<file path="config.mk">
export PLATFORM = sky130hd
export DESIGN_NAME = hvg_front
export DESIGN_NICKNAME = d
export VERILOG_FILES = /design/src/hvg_pkg.sv /design/src/hvg_front.sv
export SDC_FILE = /design/constraint.sdc
export NUM_CORES = 1
export LEC_CHECK = 0
export ABC_AREA = 1
export ABC_CLOCK_PERIOD_IN_PS = 3100
export BUFFER_PORTS_ARGS = -buffer_cell sky130_fd_sc_hd__buf_2
export CAP_MARGIN = 20
export CORE_MARGIN = 1
export CORE_UTILIZATION = 45
export DETAILED_ROUTE_END_ITERATION = 8
export PLACE_DENSITY = 0.84
export SETUP_SLACK_MARGIN = 0.05
export SYNTH_ARGS = -nofsm -noshare
export SYNTH_HDL_FRONTEND = slang
export SYNTH_SLANG_ARGS = --single-unit
</file>
<file path="constraint.sdc">
create_clock -name vclk -period 3.1
set_input_delay 0.775 -clock vclk [all_inputs]
set_output_delay 0.775 -clock vclk [all_outputs]
set_load 0.02 [all_outputs]
</file>
<file path="src/hvg_pkg.sv">
// ----------------------------------------------------------------------------
// hvg_pkg
// Shared widths, latencies, types and tables of the hypersphere vertex generator.
// ----------------------------------------------------------------------------
package hvg_pkg;

  localparam int STEP_BITS     = 10;
  localparam int COORD_BITS    = 16;
  localparam int CORDIC_STAGES = 16;

  // angles are binary turns, 2^32 = full circle
  localparam int ANGLE_BITS = 32;
  localparam int QUO_BITS   = ANGLE_BITS + 1;
  localparam int DIV_STAGES = STEP_BITS + ANGLE_BITS;
  localparam int CORD_LAT   = CORDIC_STAGES + 2;
  localparam int BACK_LAT   = DIV_STAGES + CORD_LAT + 2;

  localparam int FIFO_DEPTH = 4;
  localparam int FIFO_AW    = $clog2(FIFO_DEPTH);

  localparam int REG_BITS = 2;
  localparam logic [REG_BITS-1:0] REG_PHI_COUNT   = 2'd0;
  localparam logic [REG_BITS-1:0] REG_THETA_COUNT = 2'd1;
  localparam logic [REG_BITS-1:0] REG_PSI_COUNT   = 2'd2;

  localparam logic [STEP_BITS-1:0] PHI_COUNT_RESET   = STEP_BITS'(16);
  localparam logic [STEP_BITS-1:0] THETA_COUNT_RESET = STEP_BITS'(16);
  localparam logic [STEP_BITS-1:0] PSI_COUNT_RESET   = STEP_BITS'(32);

  typedef logic [STEP_BITS-1:0] step_t;
  typedef logic signed [31:0] q30_t;

  typedef struct packed {
    step_t phi;
    step_t theta;
    step_t psi;
  } counts_t;

  typedef struct packed {
    step_t phi;
    step_t theta;
    step_t psi;
    logic  pole;
    logic  out_range;
  } item_t;

  localparam logic [31:0] ATAN_TURNS [30] = '{
    32'h20000000, 32'h12E4051E, 32'h09FB385B, 32'h051111D4, 32'h028B0D43,
    32'h0145D7E1, 32'h00A2F61E, 32'h00517C55, 32'h0028BE53, 32'h00145F2F,
    32'h000A2F98, 32'h000517CC, 32'h00028BE6, 32'h000145F3, 32'h0000A2F9,
    32'h0000517C, 32'h000028BE, 32'h0000145F, 32'h00000A2F, 32'h00000517,
    32'h0000028B, 32'h00000145, 32'h000000A2, 32'h00000051, 32'h00000028,
    32'h00000014, 32'h0000000A, 32'h00000005, 32'h00000002, 32'h00000001
  };

  localparam logic signed [31:0] GAIN_Q30 = 32'sd652032874;

endpackage

</file>
<file path="src/hvg_front.sv">
// ----------------------------------------------------------------------------
// hvg_front
// Clamps the phi and theta steps to the grid and flags range errors and poles.
// ----------------------------------------------------------------------------
module hvg_front
  import hvg_pkg::*;
(
  input  counts_t counts,
  input  step_t   phi_step,
  input  step_t   theta_step,
  input  step_t   psi_step,
  output item_t   item
);

  logic phi_over;
  logic theta_over;
  logic psi_over;

  always_comb begin
    phi_over   = phi_step > counts.phi;
    theta_over = theta_step > counts.theta;
    psi_over   = psi_step >= counts.psi;
    item.phi   = phi_over ? counts.phi : phi_step;
    item.theta = theta_over ? counts.theta : theta_step;
    // psi wraps by itself in the division
    item.psi       = psi_step;
    item.pole      = (item.phi == '0) || (item.phi == counts.phi);
    item.out_range = phi_over || theta_over || psi_over;
  end

endmodule

</file>
==> results.py, run 1 <==
metrics = {
    "status": {
        "outcome": "aborted with a tool error",
        "lastStage": "global routing",
        "error_line": "[ERROR DPL-0038] Utilization greater than 100%, impossible to legalize",
    },
    "placed_design": {
        "pre_cts_ws_ns": -0.2941,
        "routabilityCongestion": 0.8459,
        "dp_hpwl_mm": 3.331,
        "io_buffers": 92,
        "place_area_sq_mm": 0.002126,
    },
    "timing": {
        "worstEndpointGrtRepair": "item[1]",
        "worst_endpoint_kind": "primary output",
    },
    "synth": {
        "synth_xor_area_frac": 0,
        "yosys.area_share.simple": 0.3418,
        "synth_top_family_by_area": "simple AND/OR/NAND/NOR gates",
        "synth_cell_type_count": 23,
        "synth_mux_area_frac": 0,
        "ys_warn_count": 0,
        "synth_fp_nets": 340,
        "synth_area_leaders": "ha_1, inv_1, nand2_1",
        "yosysMostFrequentCell": "inv_1",
        "seq_area_frac_synth": 0,
        "synth_fa_ha_area_frac": 0.2629,
        "synth_top_cell_by_area": "ha_1",
        "synth_cells": 250,
        "synth_compound_area_frac": 0.1464,
        "synth.top_cell.area_share": 0.2629,
        "syn_area_sq_mm": 0.001428,
        "synth_top_cells_by_count": "inv_1, nand2_1, ha_1",
        "syn_avg_cell_area_sq_um": 5.710,
    },
    "floorplanning": {
        "die_y_um": 58.33,
        "num_io_pins": 92,
        "initial_utilization": 0.4715,
        "die_x_um": 58.33,
        "rows": 20,
    },
    "global_routing": {
        "grt_max_degree": 10,
    },
    "clocking": {
        "ctsHoldBuffers": 0,
    },
}
[stage by stage]
step | std cells | hold slack [ns]
floorplan | 250 | 1.663
global placement | 409 | 1.784
detailed placement | 409 | 1.785
CTS | 426 | 1.785
[cell families after synthesis]
kind of cell             count (synthesis)
buffers and inverters                   76
adder cells (fa/ha/maj)                 30
AND/OR/NAND/NOR                        107
AO/OA/AOI/OAI                           37
[timing repair]
| action | CTS |
|---|---|
| buffers inserted | 12 |
| cloned | 6 |
| pin swaps | 32 |
| endpoints found under the setup margin | 22 |
| gates resized for setup | 145 |
==> run 2: changes to the inputs <==
Settings changed: CORE_UTILIZATION 45 to 30, PLACE_DENSITY 0.84 to default, PLACE_DENSITY_LB_ADDON from default to 0.15, SETUP_SLACK_MARGIN 0.05 to default.
==> run 2 against run 1 <==
  * The flow now finishes, with violations (DRC, setup timing)
  * Synthesized cell count stayed put
  * Area after synthesis stayed put
==> results.py, run 2 <==
metrics = {
    "timing": {
        "max_slew.worst_pin.slew_ns": 0.2102,
        "rsz0062_at_grt": "yes",
        "post-route-min-period_ns": 3.273,
        "slew_headroom": 0.8586,
        "hold-worst-slack_ns": 1.784,
        "finalHoldViolCount": 0,
        "finalMaxSlewViolations": 0,
        "period_share": 1.056,
        "setup_viol": 1,
        "fmax_mhz": 305.5,
        "fin_ws_ns": -0.1734,
    },
    "finish": {
        "diodes": 0,
        "most-common-layout-cells": "buf_2, nand2_1, inv_1",
        "area_growth_syn_to_layout_pct": 93.78,
        "layout_commonest_cell": "buf_2",
        "seq_area_sq_um": 0,
        "drive_gt1_frac": 0.5559,
        "nets": 468,
        "n_fill_cell": 409,
        "clkbuf_count": 0,
        "design.seq.count": 0,
    },
    "floorplanning": {
        "die_y_um": 70.99,
        "num_io_pins": 92,
        "die_x_um": 70.99,
        "core_area_sq_mm": 0.004474,
        "rows": 24,
        "initial_utilization": 0.3191,
        "dieArea_sq_mm": 0.005039,
    },
    "hold_path": {
        "min_path_type": "in2out",
    },
    "power": {
        "leakage_nw": 1.558,
        "peakVddDrop_mv": 0.1226,
        "power_density_mw_per_mm2": 210.2,
    },
    "global_routing": {
        "grt_max_degree": 22,
        "grt_pass1_vias": 1597,
        "grt_pass1_wl_mm": 6.258,
        "gr-total-overflow": 0,
        "antenna_found_initial": 0,
        "grt_usage": 0.1460,
    },
    "synth": {
        "synth_fp_nets": 340,
        "yosysMostFrequentCell": "inv_1",
        "synth_cell_type_count": 23,
        "seq_area_frac_synth": 0,
        "synth_top_cells_by_count": "inv_1, nand2_1, ha_1",
        "syn_area_sq_mm": 0.001428,
        "synth.top_cell.area_share": 0.2629,
        "synth_area_leaders": "ha_1, inv_1, nand2_1",
        "synth_cells": 250,
        "ys_warn_count": 0,
        "synth_top_cell_by_area": "ha_1",
        "syn_avg_cell_area_sq_um": 5.710,
    },
    "setup_path": {
        "crit_buf_inv": 5,
        "arrival_ns": 2.50,
        "crit_path_start_kind": "input port",
        "crit_fanout": 8,
        "cp-end-kind": "output pin",
        "crit_type": "in2out",
        "path_cells": "buf_8 -> inv_4 -> ha_4 -> nand2_4 -> nor2_4 -> nand3_2 -> nand3_2 -> nand2_4 -> buf_8 -> buf_6 -> o21ai_4 -> nand2_1 -> nor2_1 -> nand3_1 -> nand2_1 -> buf_6",
        "required_ns": 2.32,
        "slowest_delay_ns": 0.26,
        "crit_family": "simple AND/OR/NAND/NOR gates",
        "crit_path_top_delay_cell": "ha_4",
    },
    "detailed_routing": {
        "routed_wl_mm": 4.576,
        "via_per_inst": 4.561,
        "first_pass_iters": 7,
        "drc": 10,
        "vias": 1952,
        "wire_per_inst_um": 10.69,
        "drtIter0Drc": 72,
        "postRouteAntennaNets": 0,
    },
    "job": {
        "drv_cap": 0,
    },
    "placed_design": {
        "io_buffers": 92,
        "dp_hpwl_mm": 3.376,
        "routabilityCongestion": 0.7731,
        "pre_cts_ws_ns": -0.3400,
    },
    "status": {
        "outcome": "complete, but fails checks",
        "violations": "DRC, setup timing",
    },
    "clocking": {
        "ctsHoldBuffers": 0,
    },
}
==> run 2: cell counts after synthesis <==
No cell type changed its count.
==> run 2: through the flow <==
stage / power (mW) / TNS (ns) / instance area [sq um] / utilization / instances
floorplan: 0.2551 / -0.1141 / 1435 / - / 250
global placement: 0.4114 / -1.066 / 2116 / 0.4729 / 416
detailed placement: 0.4125 / -1.406 / 2116 / 0.4729 / 416
CTS: 0.4970 / -0.1874 / 2461 / 0.5501 / 425
global route: 0.6325 / -0.8633 / 2766 / 0.6183 / 428
finish: 0.5815 / -0.1734 / 2766 / 0.6183 / 428
==> run 2: area by class of cell <==
type               count  area (sq um)  share of cell area
inverters             60         237.7             0.08593
multi-input cells    174          1370              0.4953
well taps             52         65.06             0.02352
repair buffers       142          1094              0.3953
==> run 2: kinds of logic (layout without fill, tap and decap cells) <==
group	Yosys count	in the layout	synth area share
simple gates	107	107	0.3418
fa+ha+maj	30	30	0.2629
compound gates	37	37	0.1464
buf+inv	76	202	0.2489
==> run 2: per-layer routing <==
metal	track usage	up-vias	share of wire
met3	0.007123	2	0.047
met2	0.3034	63	0.54
met5	0	-	0
li1	-	1044	-
met1	0.1718	843	0.41
met4	0	0	0.0031
==> run 2: path summary, 6_finish.rpt <==
check         from  endpoint  slack (ns)  cells past startpoint
min    psi_step[3]   item[5]        1.78                      2
max     counts[28]   item[1]       -0.17                     16
==> run 2: timing repair <==
| action | CTS | global route |
|---|---|---|
| setup buffers | 8 | 1 |
| pin swaps | 26 | 34 |
| gates resized for setup | 61 | 83 |
| cloned | 1 | 4 |
| setup endpoints to repair | 10 | 22 |
==> run 2: power by group <==
| part | switching, mW | total, mW | internal [mW] |
|---|---|---|---|
| combinational | 0.291 | 0.582 | 0.291 |
| clock | 0 | 0 | 0 |
| sequential | 0 | 0 | 0 |
No activity file was read; power rests on OpenSTA's default activity.
