<file path="src/hvg_pkg.sv">
// ----------------------------------------------------------------------------
// hvg_pkg
// Shared widths, latencies, types and tables of the hypersphere vertex generator.
// ----------------------------------------------------------------------------
package hvg_pkg;

  localparam int STEP_BITS     = 10;
  localparam int COORD_BITS    = 16;
  localparam int CORDIC_STAGES = 16;

  // angles are binary turns, 2^32 = full circle
  localparam int ANGLE_BITS = 32;
  localparam int QUO_BITS   = ANGLE_BITS + 1;
  localparam int DIV_STAGES = STEP_BITS + ANGLE_BITS;
  localparam int CORD_LAT   = CORDIC_STAGES + 2;
  localparam int BACK_LAT   = DIV_STAGES + CORD_LAT + 2;

  localparam int FIFO_DEPTH = 4;
  localparam int FIFO_AW    = $clog2(FIFO_DEPTH);

  localparam int REG_BITS = 2;
  localparam logic [REG_BITS-1:0] REG_PHI_COUNT   = 2'd0;
  localparam logic [REG_BITS-1:0] REG_THETA_COUNT = 2'd1;
  localparam logic [REG_BITS-1:0] REG_PSI_COUNT   = 2'd2;

  localparam logic [STEP_BITS-1:0] PHI_COUNT_RESET   = STEP_BITS'(16);
  localparam logic [STEP_BITS-1:0] THETA_COUNT_RESET = STEP_BITS'(16);
  localparam logic [STEP_BITS-1:0] PSI_COUNT_RESET   = STEP_BITS'(32);

  typedef logic [STEP_BITS-1:0] step_t;
  typedef logic signed [31:0] q30_t;

  typedef struct packed {
    step_t phi;
    step_t theta;
    step_t psi;
  } counts_t;

  typedef struct packed {
    step_t phi;
    step_t theta;
    step_t psi;
    logic  pole;
    logic  out_range;
  } item_t;

  localparam logic [31:0] ATAN_TURNS [30] = '{
    32'h20000000, 32'h12E4051E, 32'h09FB385B, 32'h051111D4, 32'h028B0D43,
    32'h0145D7E1, 32'h00A2F61E, 32'h00517C55, 32'h0028BE53, 32'h00145F2F,
    32'h000A2F98, 32'h000517CC, 32'h00028BE6, 32'h000145F3, 32'h0000A2F9,
    32'h0000517C, 32'h000028BE, 32'h0000145F, 32'h00000A2F, 32'h00000517,
    32'h0000028B, 32'h00000145, 32'h000000A2, 32'h00000051, 32'h00000028,
    32'h00000014, 32'h0000000A, 32'h00000005, 32'h00000002, 32'h00000001
  };

  localparam logic signed [31:0] GAIN_Q30 = 32'sd652032874;

endpackage

</file>
<file path="src/hvg_fifo.sv">
// ----------------------------------------------------------------------------
// hvg_fifo
// Short request queue between the front and the back.
// ----------------------------------------------------------------------------
module hvg_fifo
  import hvg_pkg::*;
(
  input  logic  clk,
  input  logic  rst,
  input  logic  push,
  input  item_t push_item,
  output logic  full,
  output logic  not_empty,
  input  logic  pop,
  output item_t head
);

  item_t                mem [FIFO_DEPTH];
  logic [FIFO_AW-1:0]   wr_ptr;
  logic [FIFO_AW-1:0]   rd_ptr;
  logic [FIFO_AW:0]     count;

  assign full      = count == (FIFO_AW+1)'(FIFO_DEPTH);
  assign not_empty = count != '0;
  assign head      = mem[rd_ptr];

  always_ff @(posedge clk) begin
    if (push) begin
      mem[wr_ptr] <= push_item;
    end
  end

  always_ff @(posedge clk) begin
    if (rst) begin
      wr_ptr <= '0;
      rd_ptr <= '0;
      count  <= '0;
    end else begin
      if (push) begin
        wr_ptr <= wr_ptr + 1'b1;
      end
      if (pop) begin
        rd_ptr <= rd_ptr + 1'b1;
      end
      if (push && !pop) begin
        count <= count + 1'b1;
      end else if (pop && !push) begin
        count <= count - 1'b1;
      end
    end
  end

endmodule

</file>
<file path="config.mk">
export PLATFORM = sky130hd
export DESIGN_NAME = hvg_fifo
export DESIGN_NICKNAME = d
export VERILOG_FILES = /design/src/hvg_pkg.sv /design/src/hvg_fifo.sv
export SDC_FILE = /design/constraint.sdc
export NUM_CORES = 1
export LEC_CHECK = 0
export BUFFER_PORTS_ARGS = -buffer_cell sky130_fd_sc_hd__buf_4
export CELL_PAD_IN_SITES_DETAIL_PLACEMENT = 2
export CELL_PAD_IN_SITES_GLOBAL_PLACEMENT = 2
export CORE_AREA = 3 3 109 111
export CTS_CLUSTER_DIAMETER = 200
export CTS_CLUSTER_SIZE = 16
export DETAILED_ROUTE_END_ITERATION = 8
export DIE_AREA = 0 0 112 114
export GPL_TIMING_DRIVEN = 0
export PLACE_DENSITY = 0.88
export SYNTH_ARGS = -nofsm -noshare
export SYNTH_HDL_FRONTEND = slang
export SYNTH_SLANG_ARGS = --single-unit
</file>
<file path="constraint.sdc">
create_clock -name clk -period 2.5 [get_ports clk]
set_input_delay 0.25 -clock clk [delete_from_list [all_inputs] [get_ports clk]]
set_output_delay 0.25 -clock clk [all_outputs]
set_load 0.02 [all_outputs]
</file>
After elaboration in Yosys (flattened, before gate mapping)
Memory sizes are Yosys's and may differ from the RTL's. A register that Yosys moved wholly into a read port is not among the register bits.
Cells that the tools add are included.
Widths: inputs -> output; s select.
{ "totals": {"word_cells": 21, "n_memories": 1, "ramBits": 128, "output_inout_bits": 34, "ff_bits": 7} }
{ "memory_table": {"columns": ["name", "words", "width", "rd", "rd_ports_with_merged_regs", "write_ports", "line_no", "source"], "rows": [
  ["mem", 4, 32, 1, 1, 1, "hvg_fifo.sv:18", "item_t mem [FIFO_DEPTH];"]
]} }
{ "classes": {"eq_ne": 1, "n_mux": 6, "addsub": 4, "reduce_logical": 6} }
{ "ops": {"columns": ["op", "count"], "rows": [
  ["$mux 3", 2],
  ["$add 2x1->2 const B", 2],
  ["$mux 2", 2],
  ["$add 3x1->3 const B", 1],
  ["$eq 3x3->1 const B", 1],
  ["$reduce_bool 3->1", 1],
  ["$sub 3x1->3 const B", 1],
  ["$logic_and 1x1->1", 2],
  ["$logic_not 1->1", 2],
  ["$mux 1", 2],
  ["$reduce_bool 2->1", 1]
]} }

Longest topological paths before layout
{ "logic_depth": {"word_depth": 4, "ltp_mapped": 7} }

Worst setup path before layout
OpenSTA, ideal clock, no wires.
{ "synth_path": {"kind": "register to register", "startpoint": "reg wr_ptr[0]", "endpoint": "mem mem[2][0] in the netlist's numbering (enable)", "setup_time_ns": 0.392, "period_less_slack_ns": 1.724, "setup_slack_ns": 0.776, "arrival_ns": 1.332, "path_stages_with_launch": 4, "path_cell_list": "dfxtp_1 > inv_1 > ha_1 > and2_1"} }
{ "synth_rtl": {"columns": ["element", "line_no", "source"], "rows": [
  ["start: declaration", "hvg_fifo.sv:19", "logic [FIFO_AW-1:0] wr_ptr;"],
  ["start signal: assignment", "hvg_fifo.sv:40", "wr_ptr <= wr_ptr + 1'b1;"],
  ["end: declaration", "hvg_fifo.sv:18", null]
]} }
Straight into the memory's write port.

==> results.toml <==
[global_routing]
grt_max_degree = 33
grt_antenna_before_repair = 0
vias_in_the_first_global_route = 2964
grt.overflow.total = 0
tot_gr_track_use = 0.223
global_route_wire_length_before_repair_um = 20000

[yosys]
synth_top_cell_by_area = "sky130_fd_sc_hd__edfxtp_1"
synth_compound_area_frac = 0.00197
seq_area_frac_synth = 0.791
synth.mux.area_fraction = 0.147
post_syn_area_um2 = 5090
synth_adder_area_share = 0.0162
largest_family_of_logic_cells_by_synthesized_area = "multiplexers"
synth_simple_gate_area_share = 0.0148
netlist_top_cells_area = "sky130_fd_sc_hd__edfxtp_1 (76%), sky130_fd_sc_hd__mux4_2 (13%), sky130_fd_sc_hd__dfxtp_1 (3.5%), sky130_fd_sc_hd__ha_1 (1.2%), sky130_fd_sc_hd__buf_12 (1.2%)"
synthDistinctLibCells = 21
area_share_of_the_largest_cell_type_after_synthesis = 0.755
synth_seq_cells = 137
yosysWarnings = 0
syn_inst = 211
synthesis.nets = 253
synth.avg_cell_area_um2 = 24.1
synth_xor_xnor_area_share = 0.00861

[layout]
layout.cells.non_filler = 483
area_growth_syn_to_layout_pct = 31.6
finalInstanceArea_um2 = 6700
final_layout_size_suffix_gt1_frac = 0.405
fillers = 822
diodes = 0
design.final.nets = 372

[sta]
final_period_util = 0.879
skew_ps = 8.68
worst_margin_slew_ps = 934
hold_viol_final = 0
timing.max_slew.rel_slack = 0.377
fmax_ghz = 0.455
rsz_0062_raised_after_global_routing = "false"
slew_viol_final = 0
finalWorstPathRequiredPeriod_ps = 2200
timing.final.setup_violations = 0
setup_total_negative_slack_ps = 0

[critical_path]
crit_fanout = 10
max_stage_delay_ps = 550
worst_ep_required_time_ps = 2250
sort_of_element_at_the_start_of_the_critical_path = "flip-flop"
cp_cell_sequence = "buf_6, buf_12, mux4_2, buf_4"
cp.arrival_ps = 1950
cp_slowest_cell = "sky130_fd_sc_hd__mux4_2"
crit_path_end_kind = "output port"
timing_worst_setup_path_type = "reg2out"

[power_and_ir_drop]
power.ir.vdd_worst_mv = 0.740
power.clock.fraction = 0.433
internal_power_mw = 4.59
power.net_switching_mw = 1.44
power.static_leakage_nw = 2.36
swShare = 0.239
power_density_nw_per_um2 = 901
power.sequential.fraction = 0.446
power_frac_comb = 0.121

[placement]
dpl-instance-area_um2 = 5780
globalplace.congestion = 0.626
port_buffers = 68
dp_hpwl_um = 7040
numPlacedInstances = 419

[cts]
tritoncts_num_sinks = 137
worst_setup_hold_path_clk_slew_ps = 70
cts_setup_buffers = 0
tritoncts = "done"
ctsHoldBuffers = 32
root_buffer = "sky130_fd_sc_hd__clkbuf_8"
clock_tree.buffer_depth = 2
cts-htree-levels = 4
cts-resized-gates = 0
numCtsBuffers = 17
clock_insertion_delay_worst_skew_ps = 530

[run_status]
run_status = "complete, no violations"

[drt]
drt_pass1_iterations = 4
route.antenna.remaining_nets = 0
dr.first_iter.drc_count = 253
routed-via-count = 2569
detail_route.drc_violations = 0
drt-wirelength-per-cell_um = 27.9
drt_wl_total_um = 13500
vias_per_cell = 5.32

[die]
num_rows = 38
die-area_um2 = 12800
die_h_um = 114
io_pins = 70
die_w_um = 112
area_of_the_core_um2 = 10900
initial_core_util = 0.467

[run]
drv_cap = 0

[min_path]
hold_class = "in2reg"
layer usage:
metal / vias to the layer above / wire length [um] / global-route usage
met2: 80 / 7390 / 0.404
met5: - / 0 / 0
li1: 1113 / - / -
met1: 1366 / 5460 / 0.273
met4: 0 / 105 / 0.0529
met3: 10 / 512 / 0.0520
cells in the final DEF, fill, tap and decap left out, types with 5 or more instances in the layout:
cell type	count
sky130_fd_sc_hd__dfxtp_1	9
sky130_fd_sc_hd__buf_4	68
sky130_fd_sc_hd__clkinv_2	5
sky130_fd_sc_hd__edfxtp_1	128
sky130_fd_sc_hd__dlygate4sd3_1	32
sky130_fd_sc_hd__nor2_1	7
sky130_fd_sc_hd__mux4_2	30
sky130_fd_sc_hd__clkbuf_16	16
sky130_fd_sc_hd__ha_1	5
final timing paths:
| check | from | to | slack [ps] | depth (start not counted) |
|---|---|---|---|---|
| hold reg to reg | count[2] | count[2] | 550 | 2 |
| hold / removal | push | wr_ptr[0] | 40 | 3 |
| setup / recovery | flip-flop | head[22] | 300 | 4 |
| setup reg to reg | wr_ptr[0] | mem[0][21] | 750 | 3 |
power groups by stage:
stage               clock network [mW]  logic (mW)  registers [mW]
floorplan                            0       0.397            2.71
global placement                     0       0.645            2.71
detailed placement                   0       0.684            2.73
CTS                               2.62       0.737            2.69
global route                      2.75       0.777            2.70
finish                            2.61       0.731            2.69
worst max-delay path, delay by kind of cell (launching register included):
| kind | cells | cell delay, ps |
|---|---|---|
| DFF | 1 | 360 |
| muxes | 1 | 550 |
| buffers and inverters | 3 | 500 |
final cells by class:
| cell class | count | area [um2] | area share |
|---|---|---|---|
| tap | 140 | 175 | 0.0262 |
| timing repair buffer | 100 | 831 | 0.124 |
| multi-input combinational | 62 | 965 | 0.144 |
| clock inverter | 14 | 180 | 0.0269 |
| inverter | 4 | 15.0 | 0.00224 |
| sequential | 137 | 4020 | 0.601 |
| clock buffer | 18 | 418 | 0.0624 |
| buffer | 8 | 90.1 | 0.0135 |
per-stage QoR:
stage                     utilization  worst slack, ps  power, mW  hold WS (ps)
final                           0.615              302       6.03          35.3
after global routing            0.615              223       6.22          38.1
after CTS                       0.615              276       6.04          29.0
after detailed placement        0.531              710       3.41           457
after global placement          0.530              219       3.36           449
after floorplan                     -              776       3.10           349
cells in the mapped netlist, drive strengths merged:
| library cell | number |
|---|---|
| fa | 1 |
| dfxtp | 9 |
| mux4 | 32 |
| ha | 5 |
| nor2 | 7 |
| clkbuf | 1 |
| xor2 | 3 |
| a21oi | 1 |
| nor3b | 1 |
| or3 | 2 |
| and2 | 4 |
| buf | 7 |
| nand2 | 1 |
| inv | 4 |
| xnor2 | 2 |
| o21ai | 1 |
| mux2i | 2 |
| edfxtp | 128 |
registers in the layout, indices dropped and copies added (netlist names), named ones only:
signal  flops
count       3
mem       128
wr_ptr      2
rd_ptr      2
logic make-up (layout without fill, tap and decap cells):
kind of cell | count (synthesis) | count (layout)
AO/OA/AOI/OAI | 2 | 2
XOR/XNOR | 5 | 5
adder cells (fa/ha/maj) | 6 | 6
buffers and inverters | 12 | 144
flip-flops | 137 | 137
multiplexers | 34 | 34
AND/OR/NAND/NOR | 15 | 15
Note: power is estimated with default switching activity, not from simulation.
